`src/design/vcdm_pkg.sv`:
```
// Shared types and constants of the vector change dwell monitor.
package vcdm_pkg;

	localparam int COMP_W     = 16;
	localparam int MAG_W      = 16;
	localparam int SQ_W       = 32;
	localparam int ACC_W      = 38;
	localparam int THR_W      = 17;
	localparam int THR_SQ_W   = 34;
	localparam int WIN_W      = 16;
	localparam int VLEN_W     = 4;
	localparam int CFG_IDX_W  = 3;
	localparam int CFG_DATA_W = 17;
	localparam int RES_DEPTH  = 8;
	localparam int RES_CNT_W  = $clog2(RES_DEPTH + 1);

	typedef enum logic [CFG_IDX_W-1:0] {
		REG_METRIC_MODE    = 3'd0,
		REG_CONDITION_MODE = 3'd1,
		REG_THRESHOLD      = 3'd2,
		REG_WINDOW_LENGTH  = 3'd3,
		REG_VECTOR_LENGTH  = 3'd4
	} cfg_reg_t;

	typedef struct packed {
		logic step_passed;
		logic fulfilled;
	} result_t;

endpackage

```
`src/design/vector_change_dwell_monitor_top.sv`:
```
// Top level of the vector change dwell monitor.
//
//   Channel   Direction  Payload
//   s_*       in         tdata[15:0] component (signed)
//   m_*       out        tdata[0] fulfilled, tdata[1] step_passed
//   cfg_*     in         cfg_index selects the register, cfg_data carries the value
//
// One component is taken every cycle while s_tready is high. After its last component is
// taken, a vector passes the previous-value read, difference, square, fold and threshold
// test, then the result queue, before its result is offered on m_tvalid. After reset the
// previous vector reads as zero through per-entry valid bits, so no clearing pass is needed.
// s_tready falls only when the eight-entry result queue plus the pipeline items would fill it.
module vector_change_dwell_monitor_top #(
	parameter int MAX_DIM = 8
) (
	input  logic        clk,
	input  logic        arst_n,
	input  logic        s_tvalid,
	output logic        s_tready,
	input  logic [15:0] s_tdata,   // [15:0] component
	output logic        m_tvalid,
	input  logic        m_tready,
	output logic [7:0]  m_tdata,   // [0] fulfilled, [1] step_passed, [7:2] zero
	input  logic        cfg_we,
	input  logic [vcdm_pkg::CFG_IDX_W-1:0]  cfg_index,
	input  logic [vcdm_pkg::CFG_DATA_W-1:0] cfg_data
);

	localparam int IDX_W = (MAX_DIM > 1) ? $clog2(MAX_DIM) : 1;
	localparam int LEN_W = $clog2(MAX_DIM + 1);
	localparam int CNT_W = ((LEN_W > vcdm_pkg::VLEN_W) ? LEN_W : vcdm_pkg::VLEN_W) + 1;
	localparam int OCC_W = vcdm_pkg::RES_CNT_W + 1;

	logic                              metric_mode_q;
	logic                              condition_mode_q;
	logic [vcdm_pkg::THR_W-1:0]        threshold_q;
	logic [vcdm_pkg::WIN_W-1:0]        window_length_q;
	logic [vcdm_pkg::VLEN_W-1:0]       vector_length_q;
	logic [vcdm_pkg::THR_SQ_W-1:0]     thr_sq_q;

	logic [IDX_W-1:0]                  comp_idx_q;
	logic [MAX_DIM-1:0]                prev_valid_q;
	logic [vcdm_pkg::ACC_W-1:0]        acc_q;
	logic [vcdm_pkg::WIN_W-1:0]        dwell_q;

	logic                              accept;
	logic [CNT_W-1:0]                  vlen_ext;
	logic [CNT_W-1:0]                  len_c;
	logic [CNT_W-1:0]                  idx_next_c;
	logic                              last_c;

	logic                              valid_s1;
	logic signed [vcdm_pkg::COMP_W-1:0] sample_s1;
	logic                              pvalid_s1;
	logic                              metric_s1;
	logic                              last_s1;
	logic [vcdm_pkg::COMP_W-1:0]       ram_rdata;

	logic signed [vcdm_pkg::COMP_W-1:0] prev_c;
	logic signed [vcdm_pkg::COMP_W:0]   diff_c;
	logic signed [vcdm_pkg::COMP_W:0]   neg_diff_c;
	logic [vcdm_pkg::MAG_W-1:0]        mag_c;

	logic                              valid_s2;
	logic [vcdm_pkg::MAG_W-1:0]        mag_s2;
	logic                              metric_s2;
	logic                              last_s2;
	logic [vcdm_pkg::SQ_W-1:0]         sq_c;

	logic                              valid_s3;
	logic [vcdm_pkg::MAG_W-1:0]        mag_s3;
	logic [vcdm_pkg::SQ_W-1:0]         sq_s3;
	logic                              metric_s3;
	logic                              last_s3;
	logic [vcdm_pkg::ACC_W-1:0]        acc_c;

	logic                              valid_s4;
	logic [vcdm_pkg::ACC_W-1:0]        dist_s4;
	logic [vcdm_pkg::ACC_W-1:0]        limit_c;
	logic                              pass_c;
	logic [vcdm_pkg::WIN_W-1:0]        dwell_c;
	vcdm_pkg::result_t                 result_c;

	logic                              res_valid;
	vcdm_pkg::result_t                 res_data;
	logic [vcdm_pkg::RES_CNT_W-1:0]    res_count;
	logic [OCC_W-1:0]                  occupancy_c;

	// Every item in flight may still produce a result, so it holds a queue slot.
	assign occupancy_c = OCC_W'(res_count) + OCC_W'(valid_s1) + OCC_W'(valid_s2)
		+ OCC_W'(valid_s3) + OCC_W'(valid_s4);
	assign s_tready = (occupancy_c < OCC_W'(vcdm_pkg::RES_DEPTH));
	assign accept   = s_tvalid && s_tready;

	always_comb begin
		vlen_ext = CNT_W'(vector_length_q);
		if (vlen_ext == '0) begin
			len_c = CNT_W'(1);
		end else if (vlen_ext > CNT_W'(MAX_DIM)) begin
			len_c = CNT_W'(MAX_DIM);
		end else begin
			len_c = vlen_ext;
		end
		idx_next_c = CNT_W'(comp_idx_q) + CNT_W'(1);
		last_c     = (idx_next_c >= len_c);
	end

	always_ff @(posedge clk or negedge arst_n) begin
		if (!arst_n) begin
			metric_mode_q    <= 1'b0;
			condition_mode_q <= 1'b0;
			threshold_q      <= '0;
			window_length_q  <= vcdm_pkg::WIN_W'(1);
			vector_length_q  <= vcdm_pkg::VLEN_W'(8);
			thr_sq_q         <= '0;
		end else begin
			thr_sq_q <= vcdm_pkg::THR_SQ_W'(threshold_q) * vcdm_pkg::THR_SQ_W'(threshold_q);
			if (cfg_we) begin
				unique case (cfg_index)
					vcdm_pkg::REG_METRIC_MODE: begin
						metric_mode_q <= cfg_data[0];
					end
					vcdm_pkg::REG_CONDITION_MODE: begin
						condition_mode_q <= cfg_data[0];
					end
					vcdm_pkg::REG_THRESHOLD: begin
						threshold_q <= cfg_data[vcdm_pkg::THR_W-1:0];
					end
					vcdm_pkg::REG_WINDOW_LENGTH: begin
						window_length_q <= cfg_data[vcdm_pkg::WIN_W-1:0];
					end
					vcdm_pkg::REG_VECTOR_LENGTH: begin
						vector_length_q <= cfg_data[vcdm_pkg::VLEN_W-1:0];
					end
					default: begin
					end
				endcase
			end
		end
	end

	// The RAM returns the old entry on the same-address write, which orders back-to-back
	// accesses to one component without forwarding.
	vcdm_ram #(
		.WIDTH(vcdm_pkg::COMP_W),
		.DEPTH(MAX_DIM)
	) u_prev_ram (
		.clk   (clk),
		.we    (accept),
		.waddr (comp_idx_q),
		.wdata (s_tdata[vcdm_pkg::COMP_W-1:0]),
		.raddr (comp_idx_q),
		.rdata (ram_rdata)
	);

	always_ff @(posedge clk or negedge arst_n) begin
		if (!arst_n) begin
			comp_idx_q   <= '0;
			prev_valid_q <= '0;
			valid_s1     <= 1'b0;
		end else begin
			valid_s1 <= accept;
			if (accept) begin
				prev_valid_q[comp_idx_q] <= 1'b1;
				comp_idx_q <= last_c ? '0 : idx_next_c[IDX_W-1:0];
			end
		end
	end

	always_ff @(posedge clk) begin
		if (accept) begin
			sample_s1 <= signed'(s_tdata[vcdm_pkg::COMP_W-1:0]);
			pvalid_s1 <= prev_valid_q[comp_idx_q];
			metric_s1 <= metric_mode_q;
			last_s1   <= last_c;
		end
	end

	always_comb begin
		prev_c     = pvalid_s1 ? signed'(ram_rdata) : '0;
		diff_c     = {sample_s1[vcdm_pkg::COMP_W-1], sample_s1}
			- {prev_c[vcdm_pkg::COMP_W-1], prev_c};
		neg_diff_c = -diff_c;
		mag_c      = diff_c[vcdm_pkg::COMP_W] ? neg_diff_c[vcdm_pkg::MAG_W-1:0]
			: diff_c[vcdm_pkg::MAG_W-1:0];
	end

	assign sq_c = vcdm_pkg::SQ_W'(mag_s2) * vcdm_pkg::SQ_W'(mag_s2);

	always_comb begin
		if (metric_s3) begin
			acc_c = (vcdm_pkg::ACC_W'(mag_s3) > acc_q) ? vcdm_pkg::ACC_W'(mag_s3) : acc_q;
		end else begin
			acc_c = acc_q + vcdm_pkg::ACC_W'(sq_s3);
		end
	end

	always_comb begin
		limit_c = metric_mode_q ? vcdm_pkg::ACC_W'(threshold_q) : vcdm_pkg::ACC_W'(thr_sq_q);
		pass_c  = condition_mode_q ? (dist_s4 > limit_c) : (dist_s4 < limit_c);
		if (!pass_c) begin
			dwell_c = window_length_q;
		end else if (dwell_q != '0) begin
			dwell_c = dwell_q - vcdm_pkg::WIN_W'(1);
		end else begin
			dwell_c = '0;
		end
		result_c.step_passed = pass_c;
		result_c.fulfilled   = pass_c && (dwell_c == '0);
	end

	always_ff @(posedge clk or negedge arst_n) begin
		if (!arst_n) begin
			valid_s2 <= 1'b0;
			valid_s3 <= 1'b0;
			valid_s4 <= 1'b0;
			acc_q    <= '0;
			dwell_q  <= vcdm_pkg::WIN_W'(1);
		end else begin
			valid_s2 <= valid_s1;
			valid_s3 <= valid_s2;
			valid_s4 <= valid_s3 && last_s3;
			if (valid_s3) begin
				acc_q <= last_s3 ? '0 : acc_c;
			end
			if (valid_s4) begin
				dwell_q <= dwell_c;
			end
		end
	end

	always_ff @(posedge clk) begin
		mag_s2    <= mag_c;
		metric_s2 <= metric_s1;
		last_s2   <= last_s1;
		mag_s3    <= mag_s2;
		sq_s3     <= sq_c;
		metric_s3 <= metric_s2;
		last_s3   <= last_s2;
		dist_s4   <= acc_c;
	end

	vcdm_result_fifo u_result_fifo (
		.clk       (clk),
		.arst_n    (arst_n),
		.push      (valid_s4),
		.push_data (result_c),
		.pop       (m_tready),
		.out_valid (res_valid),
		.out_data  (res_data),
		.count     (res_count)
	);

	assign m_tvalid = res_valid;
	assign m_tdata  = {6'b0, res_data.step_passed, res_data.fulfilled};

endmodule

```
`src/design/vcdm_ram.sv`:
```
// Generic single-port-write, registered-read RAM that returns the old data on a same-address write.
module vcdm_ram #(
	parameter int WIDTH = 16,
	parameter int DEPTH = 8
) (
	input  logic                                  clk,
	input  logic                                  we,
	input  logic [((DEPTH > 1) ? $clog2(DEPTH) : 1)-1:0] waddr,
	input  logic [WIDTH-1:0]                      wdata,
	input  logic [((DEPTH > 1) ? $clog2(DEPTH) : 1)-1:0] raddr,
	output logic [WIDTH-1:0]                      rdata
);

	logic [WIDTH-1:0] mem_q [DEPTH];

	always_ff @(posedge clk) begin
		rdata <= mem_q[raddr];
		if (we) begin
			mem_q[waddr] <= wdata;
		end
	end

endmodule

```
`src/design/vcdm_result_fifo.sv`:
```
// Result queue that decouples the monitor pipeline from the output stream.
module vcdm_result_fifo (
	input  logic                               clk,
	input  logic                               arst_n,
	input  logic                               push,
	input  vcdm_pkg::result_t                  push_data,
	input  logic                               pop,
	output logic                               out_valid,
	output vcdm_pkg::result_t                  out_data,
	output logic [vcdm_pkg::RES_CNT_W-1:0]     count
);

	localparam int PTR_W = $clog2(vcdm_pkg::RES_DEPTH);

	vcdm_pkg::result_t     entry_q [vcdm_pkg::RES_DEPTH];
	logic [PTR_W-1:0]      wptr_q;
	logic [PTR_W-1:0]      rptr_q;
	logic [vcdm_pkg::RES_CNT_W-1:0] count_q;
	logic                  do_pop;

	assign out_valid = (count_q != '0);
	assign out_data  = entry_q[rptr_q];
	assign count     = count_q;
	assign do_pop    = pop && out_valid;

	always_ff @(posedge clk) begin
		if (push) begin
			entry_q[wptr_q] <= push_data;
		end
	end

	always_ff @(posedge clk or negedge arst_n) begin
		if (!arst_n) begin
			wptr_q  <= '0;
			rptr_q  <= '0;
			count_q <= '0;
		end else begin
			if (push) begin
				wptr_q <= wptr_q + PTR_W'(1);
			end
			if (do_pop) begin
				rptr_q <= rptr_q + PTR_W'(1);
			end
			if (push && !do_pop) begin
				count_q <= count_q + vcdm_pkg::RES_CNT_W'(1);
			end else if (!push && do_pop) begin
				count_q <= count_q - vcdm_pkg::RES_CNT_W'(1);
			end
		end
	end

endmodule

```
`config.mk`:
```
export PLATFORM = sky130hd
export DESIGN_NAME = vector_change_dwell_monitor_top
export DESIGN_NICKNAME = d
export VERILOG_FILES = /design/src/design/vcdm_pkg.sv /design/src/design/vector_change_dwell_monitor_top.sv /design/src/design/vcdm_ram.sv /design/src/design/vcdm_result_fifo.sv
export SDC_FILE = /design/constraint.sdc
export NUM_CORES = 2
export LEC_CHECK = 0
export BUFFER_PORTS_ARGS = -buffer_cell sky130_fd_sc_hd__buf_2
export CAP_MARGIN = 20
export CORE_ASPECT_RATIO = 0.7
export CORE_UTILIZATION = 60
export CTS_BUF_LIST = sky130_fd_sc_hd__clkbuf_2
export DETAILED_ROUTE_END_ITERATION = 8
export GPL_TIMING_DRIVEN = 0
export PLACE_DENSITY = 0.79
export SLEW_MARGIN = 30
export SYNTH_ARGS = -nofsm -noshare
export SYNTH_HDL_FRONTEND = slang
export SYNTH_SLANG_ARGS = --single-unit
```
`constraint.sdc`:
```
create_clock -name clk -period 6.95 [get_ports clk]
set_clock_uncertainty 0.2 [all_clocks]
set_input_delay 1.7375 -clock clk [delete_from_list [all_inputs] [get_ports clk]]
set_output_delay 1.7375 -clock clk [all_outputs]
set_load 0.02 [all_outputs]
```
======== Word-level counts from Yosys, hierarchy flattened ========
Memory sizes are Yosys's and may differ from the RTL's. A register that Yosys moved wholly into a read port is not among the register bits.
Cells that the tools add are included.
word-level totals
  memory bits (writable) .................. 144
  bits in read-only memories .............. 0
  memories kept ........................... 2
  latch bits .............................. 0
  bits in registers ....................... 277
  output and inout port bits .............. 10
  word-level logic and storage cells ...... 101
operators by class
  reductions and logical operators ........ 20
  add/sub/neg operators ................... 13
  shift-type cells ........................ 0
  $mul .................................... 2
  $lt $le $gt $ge ......................... 8
  equality and inequality tests ........... 4
  bitwise gates (word level) .............. 1
  div/mod/pow operators ................... 0
  muxes and demuxes ....................... 22
memory list
  memory                 depth  width  read ports  clocked after memory_dff  write ports  RTL line                RTL
  u_prev_ram.mem_q       8      16     1           1                         1            vcdm_ram.sv:14          logic [WIDTH-1:0] mem_q [DEPTH];
  u_result_fifo.entry_q  8      2      1           0                         1            vcdm_result_fifo.sv:15  vcdm_pkg::result_t entry_q [vcdm_pkg::RES_DEPTH];
operators by type and width
  operator                 number
  $mux W38                 3
  $mux W16                 4
  $add A38 B32 Y38         1
  $gt A16 B38 Y1           1
  $gt A38 B34 Y1           1
  $lt A38 B34 Y1           1
  $mul A17 B17 Y34         1
  $mux W34                 1
  $mul A16 B16 Y32         1
  $sub A16 B16 Y17         1
  $logic_not A16 Y1        1
  $neg A16 Y16             1
  $reduce_bool A16 Y1      1
  $sub A16 B1 Y16 const B  1
  $add A5 B1 Y5            3
  $mux W4                  3
  $reduce_and A2 Y1        5
  $or A8 B8 Y8             1
  $logic_and A1 B1 Y1      7
  $mux W1                  7
  $add A3 B1 Y3 const B    2
  $eq A3 B2 Y1 const B     2
  $add A4 B1 Y5            1
  $ge A4 B5 Y1             1
  18 further kinds         19

======== Depth between registers and ports, before layout ========
  depth in word-level cells ............... 8
  mapped depth ............................ 26
  mapped depth without buffers ............ 25

======== Modules after synthesis ========
From an unflattened synthesis, not the netlist that was laid out.
unflattened totals
  cells, all modules ...................... 3288
  area, all modules ....................... 34868.4 sq um
modules (own cells, without submodules)
  module                           times used  cells an instance  area an instance (sq um)  sequential area each (sq um)
  vector_change_dwell_monitor_top  1           2992               28343.4                   6184.7
  vcdm_ram                         1           214                5293.8                    4164.0
  vcdm_result_fifo                 1           82                 1231.2                    730.7

======== Worst setup path before layout ========
Ideal clock, no wire load.
  kind .................................... reg2reg
  start ................................... reg threshold_q[5] (netlist name)
  end ..................................... reg thr_sq_q[33] (netlist name)
  setup slack ............................. 0.349 ns
  cell stages (with the launch flop) ...... 25
  arrival ................................. 6.321 ns
  library setup time ...................... 0.080 ns
  period minus slack after synthesis ...... 6.601 ns
  path through ............................ dfrtp_1 clkbuf_1 clkbuf_1 nand2_1 fa_1 inv_1 fa_1 inv_1 fa_1 inv_1 fa_1 fa_1 inv_1 fa_1 inv_1 ha_1 and4_1 a221oi_1 o21a_1 a211o_1 a31o_2 o211ai_1 a31o_2 a21oi_1 xnor2_1
on the way
  cells in the longest elaborated chain, start to end .. 1
ends and longest elaborated chain
  item                    RTL line                                RTL
  start, declared         vector_change_dwell_monitor_top.sv:36   logic [vcdm_pkg::THR_W-1:0] threshold_q;
  start signal, assigned  vector_change_dwell_monitor_top.sv:127  threshold_q <= cfg_data[vcdm_pkg::THR_W-1:0];
  $mul A17 B17 Y34        vector_change_dwell_monitor_top.sv:117  thr_sq_q <= vcdm_pkg::THR_SQ_W'(threshold_q) * vcdm_pkg::THR_SQ_W'(threshold_q);
  end signal, assigned    vector_change_dwell_monitor_top.sv:117
  end, declared           vector_change_dwell_monitor_top.sv:39   logic [vcdm_pkg::THR_SQ_W-1:0] thr_sq_q;
No other way between the ends.
A chain may end at the register's enable or synchronous reset.

======== Final worst setup path ========
  start ................................... reg threshold_q[16] (netlist name)
  end ..................................... reg thr_sq_q[33] (netlist name)
Same word-level chain as after synthesis.

==> results.sh <==
export IMPL_status="finished, final reports clean"
export IMPL_synth_compound_area_share_pct=10.3
export IMPL_yosys_most_used_dff="edfxtp_1"
export IMPL_htreeDepth=3
export IMPL_finalSetupTns_ns=0
export IMPL_grt_pass1_wl_um=132000
export IMPL_wire_per_inst_um=18.6
export IMPL_critPathSlowestCell="fa_1"
export IMPL_die_y_um=203
export IMPL_fmax_mhz=146
export IMPL_layout_drive_gt1_share_pct=12.2
export IMPL_clk_root_buffer_cell="clkbuf_2"
export IMPL_worstPathCellList="buf_4 > nand2_1 > fa_1 > inv_1 > fa_1 > fa_1 > fa_1 > fa_1 > inv_1 > fa_1 > inv_1 > ha_2 > and4_4 > nand3_1 > o21a_1 > a211o_1 > a31o_2 > o211ai_1 > a31o_2 > a21oi_2 > xnor2_1"
export IMPL_crit_required_ns=7.71
export IMPL_wirelength_um=80700
export IMPL_firstDrtPassIters=6
export IMPL_dpl_instance_area_um2=35800
export IMPL_synth_edf_count=163
export IMPL_crit_type="reg -> reg"
export IMPL_muxShareOfSynthArea_pct=3.03
export IMPL_crit_family="adder cells"
export IMPL_die_w_um=289
export IMPL_maxCapViolCount=0
export IMPL_synthTopCellsByArea="fa_1 (21%), edfxtp_1 (14%), ha_1 (12%)"
export IMPL_maxSlewViolCount=0
export IMPL_clock_path_buffers=3
export IMPL_antenna_left=0
export IMPL_std_cell_rows=73
export IMPL_cp_depth=21
export IMPL_yosys_area_share_simple_pct=11.2
export IMPL_min_period_ns=6.84
export IMPL_antenna_found_initial=3
export IMPL_finalHoldViolCount=0
export IMPL_globalplace_congestion=0.937
export IMPL_syn_to_final_growth_pct=8.13
export IMPL_synth_top_family_by_area="adder cells"
export IMPL_clkTransAtPathRegs_ns=0.19
export IMPL_yosysSeqAreaShare_pct=32.1
export IMPL_grt_total_usage_pct=28.9
export IMPL_drc=0
export IMPL_setup_violations=0
export IMPL_ys_ff_latch=434
export IMPL_crit_arrival_ns=7.60
export IMPL_synth_xor_xnor_area_share_pct=3.52
export IMPL_final_util_pct=65.7
export IMPL_clkSinkCount=434
export IMPL_nNetsFinal=4228
export IMPL_worstRegToRegCells=21
export IMPL_endpoint_kind="register"
export IMPL_clk_latency_ns=1.17
export IMPL_port_buffers=44
export IMPL_yosysWarningCount=0
export IMPL_initial_core_util_pct=60.8
export IMPL_cts_buffers=99
export IMPL_routed_via_density=5.66
export IMPL_dieArea_um2=58500
export IMPL_final_cell_area_um2=37300
export IMPL_slowest_delay_ns=0.65
export IMPL_first_iter_violations=1870
export IMPL_grt_ovfl_total=0
export IMPL_vias=24600
export IMPL_hp_class="reg -> reg"
export IMPL_tritoncts="done"
export IMPL_async_flop_share_pct=34.8
export IMPL_slew_limit_headroom_pct=32.7
export IMPL_grt_pass1_vias=25300
export IMPL_synth_area_per_cell_um2=10.4
export IMPL_synthAdderAreaFrac_pct=32.4
export IMPL_finalCritPeriodShare_pct=98.4
export IMPL_grt_max_degree=80
export IMPL_ios=51
export IMPL_synth_cell_types=79
export IMPL_synth_area_um2=34500
export IMPL_fin_cells=4344
export IMPL_synth_top_area_share_pct=20.9
export IMPL_dp_cells=4138
export IMPL_critical_path_max_fanout=10
export IMPL_synth_top_area_cell="fa_1"
export IMPL_crit_top_cell="fa_1"
export IMPL_hold_depth=0
export IMPL_dpl_hpwl_um=62200
export IMPL_design_core_area_um2=56800
export IMPL_cp_start_kind="register"
export IMPL_synthCells=3332
export IMPL_tightestPinTransition_ns=1.01
export IMPL_critical_path_buf_inv_count=4
-- layer usage --
| layer | up-vias | routed length, um | GRT usage, % |
|---|---|---|---|
| met5 | - | 12 | 0 |
| met4 | 2 | 1600 | 7.09 |
| met3 | 124 | 7840 | 7.82 |
| met2 | 923 | 34600 | 42.2 |
| met1 | 12100 | 36700 | 42.8 |
| li1 | 11400 | - | - |
-- path summary, 6_finish.rpt --
check	start	to	slack (ns)
max in group asynchronous	arst_n	acc_q[7]	5.24
worst min register to register	metric_s2	metric_s3	0.14
min in group asynchronous	arst_n	threshold_q[16]	0.34
worst min-delay path	metric_s2	metric_s3	0.14
worst max register to register	threshold_q[16]	thr_sq_q[33]	0.11
worst max-delay path	threshold_q[16]	thr_sq_q[33]	0.11
-- state kept, by name, indices dropped and copies added, names as in the netlist, 8 cells and up --
| name | cells |
|---|---|
| thr_sq_q | 33 |
| sq_s3 | 31 |
| acc_q | 38 |
| sample_s1 | 16 |
| dist_s4 | 38 |
| u_prev_ram.rdata | 16 |
| threshold_q | 17 |
| mag_s2 | 16 |
| prev_valid_q | 8 |
| u_prev_ram.mem_q | 128 |
| dwell_q | 16 |
| mag_s3 | 15 |
| u_result_fifo.entry_q | 16 |
| window_length_q | 16 |
-- area by class of cell --
cell class              count  area, um^2
diodes                      3        7.51
plain buffers              99         542
clock buffers             147         736
clock inverters            36         269
fillers                  4506       19500
inverters                 578        2170
multi-input cells        2219       21000
flip-flops and latches    434       11100
well taps                 750         938
repair buffers             78         505
-- kinds of logic (layout without fill, tap and decap cells) --
| group | count (synthesis) | after routing |
|---|---|---|
| AOI/OAI and AO/OA | 518 | 518 |
| xor gates and xnor gates | 137 | 137 |
| adders and majority gates | 678 | 678 |
| buffers and inverters | 684 | 938 |
| DFF | 434 | 434 |
| muxes | 92 | 92 |
| other | 1 | 9 |
| and+or+nand+nor | 788 | 788 |
-- cell usage after synthesis (all sizes together) (5+ instances only) --
master	count
or3	8
o211ai	21
nor3	32
nor4	11
a31oi	19
a211oi	18
nand2b	50
or4	7
o221ai	5
nand4	35
nand3	32
buf	10
edfxtp	163
dfrtp	148
o31ai	13
xnor2	98
clkbuf	96
inv	577
and2	105
or2	14
nand2	275
a21oi	111
nand3b	8
a22oi	68
mux2	59
a21o	63
and3	25
a22o	20
and4	5
nor2b	26
o21ai	76
nor2	144
o21a	25
dfxtp	120
a31o	10
a211o	12
mux2i	29
nor3b	6
ha	318
o21bai	20
fa	360
o2111ai	5
xor2	39
-- repair_timing --
action	CTS	global route
resized for setup	79	89
hold buffers	0	0
cloned	0	0
pin swaps	0	7
setup endpoints to repair	24	10
buffers inserted	9	18
-- cells in the final DEF, fill, tap and decap left out, types with 104 or more instances in the layout --
cell | Yosys | layout
nand2_1 | 275 | 275
nor2_1 | 144 | 143
edfxtp_1 | 163 | 163
ha_1 | 318 | 315
dfrtp_1 | 148 | 132
fa_1 | 360 | 360
a21oi_1 | 111 | 110
inv_1 | 577 | 576
dfxtp_1 | 120 | 104
clkbuf_2 | 0 | 150
and2_1 | 105 | 105
-- stage by stage --
stage	hold slack, ns	setup WS, ns
2_1_floorplan	0.110	0.349
3_3_place_gp	0.113	-1.08
3_5_place_dp	0.113	-1.18
4_1_cts	0.137	0.00183
5_1_grt	0.154	-0.0331
6_report	0.136	0.108
Power is not shown: default switching activity piles up to over one toggle a cycle in this logic, so the estimate is an artifact.
